**config.mk**
```make
export PLATFORM = sky130hd
export DESIGN_NAME = waypoint_turn_then_go_controller
export DESIGN_NICKNAME = d
export VERILOG_FILES = /design/src/wtg_pkg.sv /design/src/wtg_ram.sv /design/src/wtg_datapath.sv /design/src/wtg_ctrl.sv /design/src/waypoint_turn_then_go_controller.sv
export VERILOG_INCLUDE_DIRS = /design/src /design/src/src
export SDC_FILE = /design/constraint.sdc
export NUM_CORES = 2
export LEC_CHECK = 0
export BUFFER_PORTS_ARGS = -buffer_cell sky130_fd_sc_hd__buf_2
export CAP_MARGIN = 0
export CORE_ASPECT_RATIO = 1.75
export CORE_UTILIZATION = 56
export DETAILED_ROUTE_END_ITERATION = 8
export PLACE_DENSITY = 0.73
export SLEW_MARGIN = 5
export SYNTH_ARGS = -nofsm -noshare
export SYNTH_HDL_FRONTEND = slang
export SYNTH_SLANG_ARGS = --single-unit
```
**constraint.sdc**
```tcl
create_clock -name aclk -period 26 [get_ports aclk]
set_clock_uncertainty 0.05 [all_clocks]
set_input_delay 3.9 -clock aclk [delete_from_list [all_inputs] [get_ports aclk]]
set_output_delay 3.9 -clock aclk [all_outputs]
set_load 0.005 [all_outputs]
```
**src/waypoint_turn_then_go_controller_defines.svh**
```systemverilog
// Assertion macros for the waypoint follower
`ifndef WAYPOINT_TURN_THEN_GO_CONTROLLER_DEFINES_SVH
`define WAYPOINT_TURN_THEN_GO_CONTROLLER_DEFINES_SVH

// same-cycle implication, clocked on aclk, off during reset
`define WTG_ASSERT_IMP(lbl, ante, cons, msg) \
    lbl: assert property (@(posedge aclk) disable iff (!aresetn) (ante) |-> (cons)) \
        else $error(msg);

// next-cycle implication
`define WTG_ASSERT_NXT(lbl, ante, cons, msg) \
    lbl: assert property (@(posedge aclk) disable iff (!aresetn) (ante) |=> (cons)) \
        else $error(msg);

`endif

```
**src/wtg_pkg.sv**
```systemverilog
// Shared types, constants and tables of the waypoint follower
package wtg_pkg;

    localparam int MAX_WAYPOINTS = 16;
    localparam int WP_AW         = $clog2(MAX_WAYPOINTS);
    localparam int CNT_W         = 5;
    localparam int ITER_W        = 5;
    localparam int SQRT_STEPS    = 17;
    localparam int CORDIC_STEPS  = 16;
    localparam logic signed [19:0] HALF_PI_Q16 = 20'sd102944;

    typedef enum logic [1:0] {
        OP_WP_WRITE = 2'd0,
        OP_GOAL     = 2'd1,
        OP_POSE     = 2'd2,
        OP_PREEMPT  = 2'd3
    } op_t;

    typedef enum logic [1:0] {
        KIND_MOTION  = 2'd0,
        KIND_REACHED = 2'd1,
        KIND_SUCCESS = 2'd2,
        KIND_PREEMPT = 2'd3
    } kind_t;

    localparam logic [1:0] REG_LIN_GAIN = 2'd0;
    localparam logic [1:0] REG_ANG_GAIN = 2'd1;
    localparam logic [1:0] REG_DIST_TOL = 2'd2;
    localparam logic [1:0] REG_HEAD_TOL = 2'd3;

    typedef enum logic [3:0] {
        ST_IDLE, ST_LEG, ST_MUL_X, ST_MUL_Y, ST_SQRT,
        ST_LEN, ST_BEAR, ST_SMP, ST_DECIDE, ST_EMIT
    } state_t;

    typedef enum logic [2:0] {
        SEL_TURN, SEL_DRIVE, SEL_REACHED, SEL_BOTH, SEL_SUCCESS, SEL_PREEMPT
    } sel_t;

    typedef struct packed {
        logic take;
        logic leg_setup;
        logic smp_setup;
        logic bear_store;
        logic mul_x;
        logic mul_y;
        logic sqrt_step;
        logic leg_store;
        logic cordic_step;
        logic decide;
        logic emit;
    } dp_cmd_t;

    typedef struct packed {
        logic [1:0] op;
        logic       active;
        logic       leg_begin;
        logic       done_ge_total;
        logic       sqrt_last;
        logic       cordic_last;
        logic       out_busy;
    } dp_stat_t;

    // arctan(2^-i) in Q.16
    function automatic logic [16:0] atan_q16(input logic [3:0] i);
        logic [16:0] r;
        case (i)
            4'd0:    r = 17'd51472;
            4'd1:    r = 17'd30385;
            4'd2:    r = 17'd16055;
            4'd3:    r = 17'd8150;
            4'd4:    r = 17'd4091;
            4'd5:    r = 17'd2047;
            4'd6:    r = 17'd1024;
            4'd7:    r = 17'd512;
            4'd8:    r = 17'd256;
            4'd9:    r = 17'd128;
            4'd10:   r = 17'd64;
            4'd11:   r = 17'd32;
            4'd12:   r = 17'd16;
            4'd13:   r = 17'd8;
            4'd14:   r = 17'd4;
            default: r = 17'd2;
        endcase
        return r;
    endfunction

endpackage

```
**src/wtg_ram.sv**
```systemverilog
// Generic single-port-write, registered-read RAM
module wtg_ram #(
    parameter int WIDTH = 32,
    parameter int DEPTH = 16
) (
    input  logic                     aclk,
    input  logic                     we,
    input  logic [$clog2(DEPTH)-1:0] waddr,
    input  logic [WIDTH-1:0]         wdata,
    input  logic [$clog2(DEPTH)-1:0] raddr,
    output logic [WIDTH-1:0]         rdata
);
    logic [WIDTH-1:0] mem [DEPTH];
    logic [WIDTH-1:0] rdata_reg;

    always_ff @(posedge aclk) begin
        if (we) begin
            mem[waddr] <= wdata;
        end
        rdata_reg <= mem[raddr];
    end

    assign rdata = rdata_reg;
endmodule

```
**src/wtg_datapath.sv**
```systemverilog
// Datapath: run state, waypoint table, square root, CORDIC bearing, speeds
module wtg_datapath (
    input  logic                  aclk,
    input  logic                  aresetn,
    input  wtg_pkg::dp_cmd_t      cmd,
    output wtg_pkg::dp_stat_t     stat,
    input  logic [1:0]            in_op,
    input  logic signed [15:0]    in_x,
    input  logic signed [15:0]    in_y,
    input  logic signed [15:0]    in_heading,
    input  logic [3:0]            in_slot,
    input  logic [4:0]            in_count,
    input  logic [7:0]            lin_gain,
    input  logic [7:0]            ang_gain,
    input  logic [14:0]           dist_tol,
    input  logic [14:0]           head_tol,
    output logic                  out_valid,
    input  logic                  out_ready,
    output logic [1:0]            out_kind,
    output logic [15:0]           out_lin,
    output logic [15:0]           out_ang,
    output logic [4:0]            out_prog
);
    import wtg_pkg::*;

    // run control
    logic [CNT_W-1:0] total_reg, done_reg;
    logic             active_reg, leg_begin_reg;
    // payload
    logic signed [15:0] pose_x_reg, pose_y_reg, pose_h_reg;
    logic signed [15:0] origin_x_reg, origin_y_reg;
    logic signed [16:0] dx_reg, dy_reg;
    logic [33:0]        sq_reg, n_reg;
    logic [17:0]        rem_reg;
    logic [16:0]        root_reg, leg_len_reg;
    logic [ITER_W-1:0]  iter_reg;
    logic signed [27:0] cx_reg, cy_reg;
    logic signed [19:0] cz_reg;
    logic               czero_reg;
    logic signed [15:0] leg_bear_reg;
    logic signed [26:0] lin_prod_reg, ang_prod_reg;
    sel_t               sel_reg;
    logic [CNT_W-1:0]   prog_reg;
    // result beat
    logic               m_valid_reg;
    logic [1:0]         m_kind_reg;
    logic [15:0]        m_lin_reg, m_ang_reg;
    logic [4:0]         m_prog_reg;

    op_t         op_in;
    logic        ram_we;
    logic [31:0] ram_rdata;
    logic signed [15:0] wp_x, wp_y;
    logic [16:0] ax, ay;
    logic [19:0] rem_sh, trial;
    logic signed [27:0] ix, iy, xs, ys;
    logic signed [19:0] tab, bear_full;
    logic signed [17:0] derr;
    logic signed [16:0] herr;
    logic [16:0]        habs;
    logic               hfar, dfar, reached;
    logic [CNT_W-1:0]   cnt_sat;

    function automatic logic [15:0] sat16(input logic signed [26:0] p);
        logic signed [26:0] q;
        logic signed [22:0] v;
        q = (p + 27'sd8) >>> 4;
        v = q[22:0];
        if (v > 23'sd32767) begin
            return 16'h7fff;
        end else if (v < -23'sd32768) begin
            return 16'h8000;
        end
        return v[15:0];
    endfunction

    assign op_in  = op_t'(in_op);
    assign ram_we = cmd.take && (op_in == OP_WP_WRITE);

    wtg_ram #(.WIDTH(32), .DEPTH(MAX_WAYPOINTS)) u_wp_ram (
        .aclk  (aclk),
        .we    (ram_we),
        .waddr (in_slot[WP_AW-1:0]),
        .wdata ({in_y, in_x}),
        .raddr (done_reg[WP_AW-1:0]),
        .rdata (ram_rdata)
    );

    assign wp_x = ram_rdata[15:0];
    assign wp_y = ram_rdata[31:16];
    assign cnt_sat = (in_count > CNT_W'(MAX_WAYPOINTS)) ? CNT_W'(MAX_WAYPOINTS) : in_count;

    // magnitudes for squaring
    assign ax = dx_reg[16] ? 17'(-dx_reg) : 17'(dx_reg);
    assign ay = dy_reg[16] ? 17'(-dy_reg) : 17'(dy_reg);

    // one root digit a step
    assign rem_sh = {rem_reg, n_reg[33:32]};
    assign trial  = {1'b0, root_reg, 2'b01};

    // CORDIC pre-rotation inputs and step terms
    assign ix  = {{3{dx_reg[16]}}, dx_reg, 8'b0};
    assign iy  = {{3{dy_reg[16]}}, dy_reg, 8'b0};
    assign xs  = cx_reg >>> iter_reg[3:0];
    assign ys  = cy_reg >>> iter_reg[3:0];
    assign tab = $signed({3'b0, atan_q16(iter_reg[3:0])});
    assign bear_full = (cz_reg + 20'sd8) >>> 4;

    // error terms; the sample distance is the finished root
    assign derr    = $signed({1'b0, leg_len_reg}) - $signed({1'b0, root_reg});
    assign herr    = 17'(leg_bear_reg) - 17'(pose_h_reg);
    assign habs    = herr[16] ? 17'(-herr) : 17'(herr);
    assign hfar    = habs > {2'b0, head_tol};
    assign dfar    = derr > $signed({3'b0, dist_tol});
    assign reached = (derr < $signed({3'b0, dist_tol})) && (habs < {2'b0, head_tol});

    always_ff @(posedge aclk) begin
        if (!aresetn) begin
            total_reg     <= '0;
            done_reg      <= '0;
            active_reg    <= 1'b0;
            leg_begin_reg <= 1'b1;
            m_valid_reg   <= 1'b0;
        end else begin
            if (cmd.take) begin
                case (op_in)
                    OP_GOAL: begin
                        total_reg     <= cnt_sat;
                        done_reg      <= '0;
                        leg_begin_reg <= 1'b1;
                        active_reg    <= 1'b1;
                    end
                    OP_POSE: begin
                        if (active_reg && done_reg >= total_reg) begin
                            active_reg <= 1'b0;
                        end
                    end
                    OP_PREEMPT: begin
                        active_reg <= 1'b0;
                    end
                    default: ;
                endcase
            end
            if (cmd.leg_setup) begin
                leg_begin_reg <= 1'b0;
            end
            if (cmd.decide && !hfar && !dfar && reached) begin
                leg_begin_reg <= 1'b1;
                done_reg      <= done_reg + 1'b1;
            end
            if (cmd.emit) begin
                m_valid_reg <= 1'b1;
            end else if (out_ready) begin
                m_valid_reg <= 1'b0;
            end
        end
    end

    always_ff @(posedge aclk) begin
        if (cmd.take) begin
            pose_x_reg <= in_x;
            pose_y_reg <= in_y;
            pose_h_reg <= in_heading;
            prog_reg   <= done_reg;
            sel_reg    <= (op_in == OP_PREEMPT) ? SEL_PREEMPT : SEL_SUCCESS;
        end
        if (cmd.leg_setup) begin
            origin_x_reg <= pose_x_reg;
            origin_y_reg <= pose_y_reg;
            dx_reg <= 17'(wp_x) - 17'(pose_x_reg);
            dy_reg <= 17'(wp_y) - 17'(pose_y_reg);
        end
        if (cmd.smp_setup) begin
            dx_reg <= 17'(origin_x_reg) - 17'(pose_x_reg);
            dy_reg <= 17'(origin_y_reg) - 17'(pose_y_reg);
        end
        if (cmd.bear_store) begin
            leg_bear_reg <= czero_reg ? 16'sd0 : bear_full[15:0];
        end
        if (cmd.mul_x) begin
            sq_reg    <= ax * ax;
            czero_reg <= (dx_reg == 17'sd0) && (dy_reg == 17'sd0);
            if (ix < 0) begin
                if (iy >= 0) begin
                    cx_reg <= iy;
                    cy_reg <= -ix;
                    cz_reg <= HALF_PI_Q16;
                end else begin
                    cx_reg <= -iy;
                    cy_reg <= ix;
                    cz_reg <= -HALF_PI_Q16;
                end
            end else begin
                cx_reg <= ix;
                cy_reg <= iy;
                cz_reg <= '0;
            end
        end
        if (cmd.mul_y) begin
            n_reg    <= sq_reg + 34'(ay * ay);
            rem_reg  <= '0;
            root_reg <= '0;
            iter_reg <= '0;
        end
        if (cmd.sqrt_step) begin
            if (rem_sh >= trial) begin
                rem_reg  <= 18'(rem_sh - trial);
                root_reg <= {root_reg[15:0], 1'b1};
            end else begin
                rem_reg  <= rem_sh[17:0];
                root_reg <= {root_reg[15:0], 1'b0};
            end
            n_reg    <= {n_reg[31:0], 2'b00};
            iter_reg <= iter_reg + 1'b1;
        end
        if (cmd.leg_store) begin
            leg_len_reg <= root_reg;
            iter_reg    <= '0;
        end
        if (cmd.cordic_step) begin
            if (cy_reg >= 0) begin
                cx_reg <= cx_reg + ys;
                cy_reg <= cy_reg - xs;
                cz_reg <= cz_reg + tab;
            end else begin
                cx_reg <= cx_reg - ys;
                cy_reg <= cy_reg + xs;
                cz_reg <= cz_reg - tab;
            end
            iter_reg <= iter_reg + 1'b1;
        end
        if (cmd.decide) begin
            lin_prod_reg <= $signed({1'b0, lin_gain}) * derr;
            ang_prod_reg <= $signed({1'b0, ang_gain}) * herr;
            prog_reg     <= done_reg;
            if (hfar) begin
                sel_reg <= SEL_TURN;
            end else if (dfar) begin
                sel_reg <= SEL_DRIVE;
            end else if (reached) begin
                sel_reg <= SEL_REACHED;
            end else begin
                sel_reg <= SEL_BOTH;
            end
        end
        if (cmd.emit) begin
            m_lin_reg  <= '0;
            m_ang_reg  <= '0;
            m_prog_reg <= '0;
            case (sel_reg)
                SEL_TURN: begin
                    m_kind_reg <= KIND_MOTION;
                    m_ang_reg  <= sat16(ang_prod_reg);
                end
                SEL_DRIVE: begin
                    m_kind_reg <= KIND_MOTION;
                    m_lin_reg  <= sat16(lin_prod_reg);
                end
                SEL_BOTH: begin
                    m_kind_reg <= KIND_MOTION;
                    m_lin_reg  <= sat16(lin_prod_reg);
                    m_ang_reg  <= sat16(ang_prod_reg);
                end
                SEL_REACHED: begin
                    m_kind_reg <= KIND_REACHED;
                    m_prog_reg <= prog_reg;
                end
                SEL_SUCCESS: begin
                    m_kind_reg <= KIND_SUCCESS;
                    m_prog_reg <= prog_reg;
                end
                default: begin
                    m_kind_reg <= KIND_PREEMPT;
                    m_prog_reg <= prog_reg;
                end
            endcase
        end
    end

    assign stat.op            = in_op;
    assign stat.active        = active_reg;
    assign stat.leg_begin     = leg_begin_reg;
    assign stat.done_ge_total = done_reg >= total_reg;
    assign stat.sqrt_last     = iter_reg == ITER_W'(SQRT_STEPS - 1);
    assign stat.cordic_last   = iter_reg == ITER_W'(CORDIC_STEPS - 1);
    assign stat.out_busy      = m_valid_reg && !out_ready;

    assign out_valid = m_valid_reg;
    assign out_kind  = m_kind_reg;
    assign out_lin   = m_lin_reg;
    assign out_ang   = m_ang_reg;
    assign out_prog  = m_prog_reg;
endmodule

```
**src/wtg_ctrl.sv**
```systemverilog
// Controller state machine sequencing one item through the datapath
`include "waypoint_turn_then_go_controller_defines.svh"
module wtg_ctrl (
    input  logic              aclk,
    input  logic              aresetn,
    input  logic              s_tvalid,
    output logic              s_tready,
    input  wtg_pkg::dp_stat_t stat,
    output wtg_pkg::dp_cmd_t  cmd
);
    import wtg_pkg::*;

    state_t state_reg, state_next;
    logic   leg_phase_reg, leg_phase_next;

    always_ff @(posedge aclk) begin
        if (!aresetn) begin
            state_reg     <= ST_IDLE;
            leg_phase_reg <= 1'b0;
        end else begin
            state_reg     <= state_next;
            leg_phase_reg <= leg_phase_next;
        end
    end

    // next state
    always_comb begin
        state_next     = state_reg;
        leg_phase_next = leg_phase_reg;
        unique case (state_reg)
            ST_IDLE: begin
                if (s_tvalid && stat.active) begin
                    if (stat.op == OP_PREEMPT) begin
                        state_next = ST_EMIT;
                    end else if (stat.op == OP_POSE) begin
                        if (stat.done_ge_total) begin
                            state_next = ST_EMIT;
                        end else if (stat.leg_begin) begin
                            state_next     = ST_LEG;
                            leg_phase_next = 1'b1;
                        end else begin
                            state_next = ST_SMP;
                        end
                    end
                end
            end
            ST_LEG:    state_next = ST_MUL_X;
            ST_MUL_X:  state_next = ST_MUL_Y;
            ST_MUL_Y:  state_next = ST_SQRT;
            ST_SQRT: begin
                if (stat.sqrt_last) begin
                    state_next = leg_phase_reg ? ST_LEN : ST_DECIDE;
                end
            end
            ST_LEN:    state_next = ST_BEAR;
            ST_BEAR: begin
                if (stat.cordic_last) begin
                    state_next = ST_SMP;
                end
            end
            ST_SMP: begin
                state_next     = ST_MUL_X;
                leg_phase_next = 1'b0;
            end
            ST_DECIDE: state_next = ST_EMIT;
            ST_EMIT: begin
                if (!stat.out_busy) begin
                    state_next = ST_IDLE;
                end
            end
            default:   state_next = ST_IDLE;
        endcase
    end

    // outputs
    always_comb begin
        cmd      = '0;
        s_tready = 1'b0;
        unique case (state_reg)
            ST_IDLE: begin
                s_tready = 1'b1;
                cmd.take = s_tvalid;
            end
            ST_LEG:    cmd.leg_setup   = 1'b1;
            ST_MUL_X:  cmd.mul_x       = 1'b1;
            ST_MUL_Y:  cmd.mul_y       = 1'b1;
            ST_SQRT:   cmd.sqrt_step   = 1'b1;
            ST_LEN:    cmd.leg_store   = 1'b1;
            ST_BEAR:   cmd.cordic_step = 1'b1;
            ST_SMP: begin
                cmd.smp_setup  = 1'b1;
                cmd.bear_store = leg_phase_reg;
            end
            ST_DECIDE: cmd.decide = 1'b1;
            ST_EMIT:   cmd.emit   = !stat.out_busy;
            default: ;
        endcase
    end

    `WTG_ASSERT_NXT(a_emit_waits, state_reg == ST_EMIT && stat.out_busy, state_reg == ST_EMIT, "result dropped while output busy")
    `WTG_ASSERT_NXT(a_leg_entry, state_reg == ST_IDLE && s_tvalid && stat.active && stat.op == OP_POSE && !stat.done_ge_total && stat.leg_begin, state_reg == ST_LEG && leg_phase_reg, "new leg not started")
    `WTG_ASSERT_NXT(a_sqrt_exit, state_reg == ST_SQRT && stat.sqrt_last, state_reg == ST_LEN || state_reg == ST_DECIDE, "root did not finish")
    `WTG_ASSERT_IMP(a_bear_leg_only, cmd.bear_store, leg_phase_reg && state_reg == ST_SMP, "bearing written outside leg set-up")
endmodule

```
**src/waypoint_turn_then_go_controller.sv**
```systemverilog
// Top level: stream ports, APB register file, controller and datapath
// Waypoint write, goal start and ignored beats finish in the accept state; preempt and success
// go straight to the result state. A pose sample runs the root and CORDIC steps: two 17-step
// root passes plus a 16-step CORDIC on the first sample of a leg, one root pass otherwise.
// Throughput: one beat at a time; the next beat is taken once the result is in the
// output register. Reset (aresetn, synchronous, low): run idle, counts zero, gains 4.0.
module waypoint_turn_then_go_controller (
    input  logic        aclk,
    input  logic        aresetn,
    // input stream
    input  logic        s_tvalid,
    output logic        s_tready,
    input  logic [63:0] s_tdata,  // coord_x[15:0] coord_y[31:16] heading[47:32] slot[51:48]
                                  // count[56:52], zero pad above
    input  logic [1:0]  s_tuser,  // op[1:0]
    // result stream
    output logic        m_tvalid,
    input  logic        m_tready,
    output logic [39:0] m_tdata,  // linear_speed[15:0] angular_speed[31:16] progress[36:32]
    output logic [1:0]  m_tuser,  // kind[1:0]
    // configuration
    input  logic        psel,
    input  logic        penable,
    input  logic        pwrite,
    input  logic [3:0]  paddr,
    input  logic [31:0] pwdata,
    output logic [31:0] prdata,
    output logic        pready
);
    import wtg_pkg::*;

    logic [7:0]  lin_gain_reg, ang_gain_reg;
    logic [14:0] dist_tol_reg, head_tol_reg;
    logic        cfg_wr;
    dp_cmd_t     cmd;
    dp_stat_t    stat;
    logic [15:0] lin_spd, ang_spd;
    logic [4:0]  prog;

    // APB: zero-wait, written in the access phase
    assign pready = 1'b1;
    assign cfg_wr = psel && penable && pwrite;

    always_ff @(posedge aclk) begin
        if (!aresetn) begin
            lin_gain_reg <= 8'd64;
            ang_gain_reg <= 8'd64;
            dist_tol_reg <= 15'd3;
            head_tol_reg <= 15'd41;
        end else if (cfg_wr) begin
            unique case (paddr[3:2])
                REG_LIN_GAIN: lin_gain_reg <= pwdata[7:0];
                REG_ANG_GAIN: ang_gain_reg <= pwdata[7:0];
                REG_DIST_TOL: dist_tol_reg <= pwdata[14:0];
                REG_HEAD_TOL: head_tol_reg <= pwdata[14:0];
                default: ;
            endcase
        end
    end

    always_comb begin
        unique case (paddr[3:2])
            REG_LIN_GAIN: prdata = {24'b0, lin_gain_reg};
            REG_ANG_GAIN: prdata = {24'b0, ang_gain_reg};
            REG_DIST_TOL: prdata = {17'b0, dist_tol_reg};
            REG_HEAD_TOL: prdata = {17'b0, head_tol_reg};
            default:      prdata = '0;
        endcase
    end

    // sequencer: one state per datapath step, iterating in the root and CORDIC states
    wtg_ctrl u_ctrl (
        .aclk     (aclk),
        .aresetn  (aresetn),
        .s_tvalid (s_tvalid),
        .s_tready (s_tready),
        .stat     (stat),
        .cmd      (cmd)
    );

    // run state, waypoint RAM, arithmetic units and the output register
    wtg_datapath u_dp (
        .aclk       (aclk),
        .aresetn    (aresetn),
        .cmd        (cmd),
        .stat       (stat),
        .in_op      (s_tuser),
        .in_x       (s_tdata[15:0]),
        .in_y       (s_tdata[31:16]),
        .in_heading (s_tdata[47:32]),
        .in_slot    (s_tdata[51:48]),
        .in_count   (s_tdata[56:52]),
        .lin_gain   (lin_gain_reg),
        .ang_gain   (ang_gain_reg),
        .dist_tol   (dist_tol_reg),
        .head_tol   (head_tol_reg),
        .out_valid  (m_tvalid),
        .out_ready  (m_tready),
        .out_kind   (m_tuser),
        .out_lin    (lin_spd),
        .out_ang    (ang_spd),
        .out_prog   (prog)
    );

    assign m_tdata = {3'b0, prog, ang_spd, lin_spd};
endmodule
```
# After elaboration in Yosys (flattened, before gate mapping)

Memory sizes are Yosys's and may differ from the RTL's. A register that Yosys moved wholly into a read port is not among the register bits.
Cells that the tools add are included.

Bits in writable memories: 512
Memory bits (read-only): 256
Flip-flop bits (word level): 497
Memories: 2

Shift-type cells: 2
Bitwise gates (word level): 1
Multiplexer cells: 107
Add/sub/neg operators: 24
Multipliers: 4
Magnitude comparators: 14
Reductions and logical operators: 46
Eq/ne operators: 31

Memories:

| name              | words | bits a word | rd ports | clocked after memory_dff | write ports | line          | source |
|---|---|---|---|---|---|---|---|
| u_dp.u_wp_ram.mem | 16    | 32          | 1        | 1                        | 1           | wtg_ram.sv:13 | `logic [WIDTH-1:0] mem [DEPTH];` |
| (name not given)  | 16    | 16          | 1        | 1                        | 0           | wtg_pkg.sv:67 | `case (i)` |

Operators with widths:

| cell                                                                    | count |
|---|---|
| 28-bit two-way mux                                                      | 10 |
| 17-bit two-way mux                                                      | 9 |
| 16-bit two-way mux                                                      | 8 |
| 32-bit case mux with 4 select lines                                     | 1 |
| 20-bit two-way mux                                                      | 5 |
| 16-bit by 16-bit subtractor with 17-bit output                          | 5 |
| 17-bit by 17-bit multiplier with 34-bit output                          | 2 |
| 34-bit two-way mux                                                      | 2 |
| 16-bit case mux with 2 select lines                                     | 2 |
| 28-bit adder                                                            | 2 |
| 25-bit negation with 28-bit output                                      | 2 |
| 28-bit by 4-bit >>> shifter with 28-bit output                          | 2 |
| 28-bit subtractor                                                       | 2 |
| 27-bit by 5-bit adder with 27-bit output (second input constant)        | 2 |
| 18-bit two-way mux                                                      | 3 |
| 17-bit negation                                                         | 3 |
| 5-bit two-way mux                                                       | 10 |
| 23-bit by 16-bit > comparator with 1-bit output (second input constant) | 2 |
| 23-bit by 16-bit < comparator with 1-bit output (second input constant) | 2 |
| 1-bit two-way mux                                                       | 38 |
| 4-bit two-way mux                                                       | 9 |
| 4-bit case mux with 9 select lines                                      | 1 |
| 34-bit adder                                                            | 1 |
| 17-bit zero test                                                        | 2 |
| other kinds (52)                                                        | 104 |

# Logic depth before layout (Yosys ltp)

Word-level depth: 10
Depth in mapped cells: 37
Gate-level depth less buffers: 36

# Modules after synthesis

Synthesis repeated with hierarchy kept, for this count alone.

Cells, all modules: 7408
Area, all modules: 80962.6 um^2

Modules (own cells, without submodules):

| module                           | area each (um^2) | cells each | instances | sequential area each (um^2) |
|---|---|---|---|---|
| wtg_datapath                     | 58353.5          | 6278       | 1         | 13322.8 |
| wtg_ram                          | 19835.3          | 838        | 1         | 16015.4 |
| waypoint_turn_then_go_controller | 2301.0           | 227        | 1         | 920.9 |
| wtg_ctrl                         | 473.0            | 65         | 1         | 100.1 |

# Worst setup path before layout

Ideal clock, no wire load.

Kind: input-to-output
Start point: in paddr[2]
End point: out prdata[5]
Path slack: 16685 ps
Path buffers: 2
Stages on the path: 3
Data required time: 22050 ps
Arrival: 5365 ps
Cells stage by stage: clkbuf_1 clkbuf_1 mux4_2

Longest elaborated chain between the ends: 2
Elaborated cells between the ends (all ways): 5
Those cells by class: eq/ne: 3; mux: 1; reduce/logical: 1

Ends and longest elaborated chain:

| element                                           | line                                   | source |
|---|---|---|
| from (decl)                                       | waypoint_turn_then_go_controller.sv:25 | `input logic [3:0] paddr,` |
| 2-bit equality test, or another cell as far along | waypoint_turn_then_go_controller.sv:62 | `unique case (paddr[3:2])` |
| 32-bit case mux with 4 select lines *             | waypoint_turn_then_go_controller.sv:62 |  |
| to (decl)                                         | waypoint_turn_then_go_controller.sv:27 | `output logic [31:0] prdata,` |

Mark *: on every way between the ends. The rest lies on a longest branch, timed or not. The select of a mux whose other input is x is not followed.

# Final worst setup path

Start point: reg u_dp.dx_reg[0]
End point: reg u_dp.sq_reg[33], data pin

Longest elaborated chain between the ends: 3

Ends and longest elaborated chain:

| element                                          | line                | source |
|---|---|---|
| from (decl)                                      | wtg_datapath.sv:32  | `logic signed [16:0] dx_reg, dy_reg;` |
| from (signal assigned)                           | wtg_datapath.sv:170 | `dx_reg <= 17'(wp_x) - 17'(pose_x_reg);` |
| from (signal assigned)                           | wtg_datapath.sv:174 | `dx_reg <= 17'(origin_x_reg) - 17'(pose_x_reg);` |
| 17-bit negation                                  | wtg_datapath.sv:94  | `assign ax = dx_reg[16] ? 17'(-dx_reg) : 17'(dx_reg);` |
| 17-bit two-way mux *                             | wtg_datapath.sv:94  |  |
| 17-bit by 17-bit multiplier with 34-bit output * | wtg_datapath.sv:181 | `sq_reg <= ax * ax;` |
| to (signal assigned)                             | wtg_datapath.sv:181 |  |
| to (decl)                                        | wtg_datapath.sv:33  | `logic [33:0] sq_reg, n_reg;` |

Mark *: on every way between the ends. The rest lies on a longest branch, timed or not.
A chain may end at the register's enable or synchronous reset.

==> flow_summary.ini <==
[run_status]
status = completed

[sta]
slew_headroom = 0.1298
fin_ws_ps = 15600
hold_viol = 0
period_share = 0.4002
finalSetupViolCount = 0
finalSetupTns_ps = 0
rsz0062_at_grt = no
worstMarginPinSlew_ps = 1296
max_freq_ghz = 0.09611
period_needed_ps = 10400
final_max_slew_viol_count = 0

[worst_setup_path]
cp.depth = 31
slowest_delay_ps = 830
crit_path_max_fanout = 17
critPathLaunch = u_dp.dx_reg[0]$_DFFE_PP_
worstSetupPathType = register to register
cp_num_buf_inv = 6
crit_family = adder cells
worst_setup_path_start_kind = register
r2r_slack_ps = 15600
regToRegStartpoint = u_dp.dx_reg[0]$_DFFE_PP_
end_kind = register
worst_ep_required_time_ps = 26430
arrival_ps = 10840
reg2reg_to = u_dp.sq_reg[33]$_DFFE_PP_
crit_path_frequent_cell = fa_1
rr_worst_depth = 31
cp_slowest_cell = ha_1

[placement]
dpl.hpwl_um = 144200
numPortBuffers = 138
gp_congestion = 0.9566
placed_area_um2 = 82620
pre_cts_slack_ps = 15730

[route]
avgRoutedWirePerCell_um = 21.23
drt-total-wl_um = 192900
ant_nets = 0
drc_errors = 0
num_vias = 53002
drt_iter0_markers = 3133
dr.pass1.iters = 6
via_per_inst = 5.833

[floorplan]
core.rowCount = 182
dieHeight_um = 500.9
die_width_um = 287.1
start_util = 0.5659
io_pins = 186
coreArea_um2 = 140700
fp.dieArea_um2 = 143800

[synthesis]
synth-xor-area-share = 0.04540
synth_edf_count = 935
ys.flop_type = edfxtp_1
synth.distinct_cells = 87
synthCells = 7041
synth_compound_area_frac = 0.07352
synth_top_family_by_area = adder cells
syn_area_per_cell_um2 = 11.31
synth_adder_area_share = 0.2446
ys_ff_latch = 1049
synth-simple-area-share = 0.1043
ys_seq_area_frac = 0.3812
syn_area_um2 = 79640
synth_mux_area_frac = 0.08342
ys_warn_count = 0
ys_async_sr_fraction = 0

[layout]
final_common_cell = inv_1
final_cell_mix = inv_1 (1130), edfxtp_1 (935), fa_1 (645), nand2_1 (580), ha_1 (525)
drive_above_1_share = 0.1056
syn2layout_area_growth_pct = 8.287
nFillCells = 11051
fin_nets = 8441
largest_reg_flops = 512
final_design_area_no_fill_um2 = 86240

[clock_tree]
ctsLongestPathBuffers = 3
clkLatencyLatePin_ps = 780
cts_sinks = 1049
cts_tree = yes
cts_root_buf = clkbuf_16
cts_resized = 0
cts.clk_slew.worst_paths_ps = 70
numCtsBuffers = 95
hold_buffers = 0
h-tree-depth = 3
postCtsSetupBuffers = 0

[worst_hold_path]
min_from = u_dp.pose_x_reg[11]$_DFFE_PP_
worstHoldPathType = register to register
min_path_cells = 0
min_to = u_dp.origin_x_reg[11]$_DFFE_PP_

[global_route]
grt_first_pass_wirelength_um = 301500
first_global_vias = 56229
grt_max_degree = 82
grt_overflow = 0
antenna_found_initial = 9
grt_usage = 0.2729

[run]
max-cap-violations = 0
-- cell families after synthesis --
kind of cell / after synthesis
AOI/OAI and AO/OA: 914
xor gates and xnor gates: 412
adders and majority gates: 1170
buffers and inverters: 1390
DFF: 1049
muxes: 352
other: 2
and+or+nand+nor: 1752
-- synth_stat cells (11+ instances only) --
library cell,instances,area share
nor2_1,440,0.021
ha_1,525,0.082
a21o_1,76,0.0072
and2_1,182,0.014
xor2_1,159,0.017
nand2b_1,55,0.0043
mux2_2,44,0.0062
nand4_1,37,0.0029
a21oi_1,236,0.015
or2_2,15,0.0012
a21boi_0,38,0.0036
a31oi_1,25,0.0020
nor2b_1,106,0.0083
and3_1,58,0.0046
nor4_1,19,0.0015
a31o_2,14,0.0015
o211ai_1,40,0.0038
mux2i_1,65,0.0082
nor3b_1,12,0.0011
o22ai_1,21,0.0016
o31ai_1,26,0.0025
a211oi_1,26,0.0025
buf_4,25,0.0024
o21a_1,53,0.0050
or3_1,27,0.0021
o41ai_1,11,0.0012
buf_2,14,0.00088
fa_1,645,0.16
nand3_1,97,0.0061
clkbuf_1,170,0.0080
edfxtp_1,935,0.35
dfxtp_1,114,0.029
nor3_1,81,0.0051
o21bai_1,27,0.0025
mux4_2,236,0.067
buf_1,31,0.0015
o21ai_0,223,0.014
xnor2_1,252,0.028
inv_1,1132,0.053
nand2_1,582,0.027
-- stage by stage --
step / utilization / hold WS, ps / cells
finish: 0.6128 / 375.6 / 9086
global route: 0.6128 / 386.0 / 9084
CTS: 0.6128 / 358.4 / 9083
detailed placement: 0.5871 / 383.2 / 8905
global placement: 0.5871 / 380.1 / 8905
floorplan: - / 376.4 / 7071
-- layout make-up --
class	instances	area (um^2)	area share
repair buffers	237	1434	0.01663
well taps	1840	2302	0.02669
inverters	1147	4305	0.04992
clock inverters	59	1065	0.01235
multi-input cells	4632	44210	0.5126
clock buffers	119	2549	0.02955
flip-flops and latches	1049	30370	0.3522
diodes	3	7.507	0.00008705
-- per-layer routing --
metal	routed length (um)	part of all wire	track usage
met4	13560	0.070	0.1742
met3	9045	0.047	0.03221
met5	23	0.00012	0
met2	106500	0.55	0.5224
met1	63770	0.33	0.2746
-- how the worst max path moves through the flow --
stage                                      endpoint  slack [ps]
after global placement    u_dp.sq_reg[33]$_DFFE_PP_       15870
final                     u_dp.sq_reg[33]$_DFFE_PP_       15600
after global routing      u_dp.sq_reg[33]$_DFFE_PP_       15100
after detailed placement  u_dp.sq_reg[33]$_DFFE_PP_       15730
after floorplan                           prdata[5]       16690
after CTS                 u_dp.sq_reg[33]$_DFFE_PP_       15760
Power is left out: the tool's default activity adds up to more than one toggle a clock period on the data nets, which glitch-free logic cannot reach.
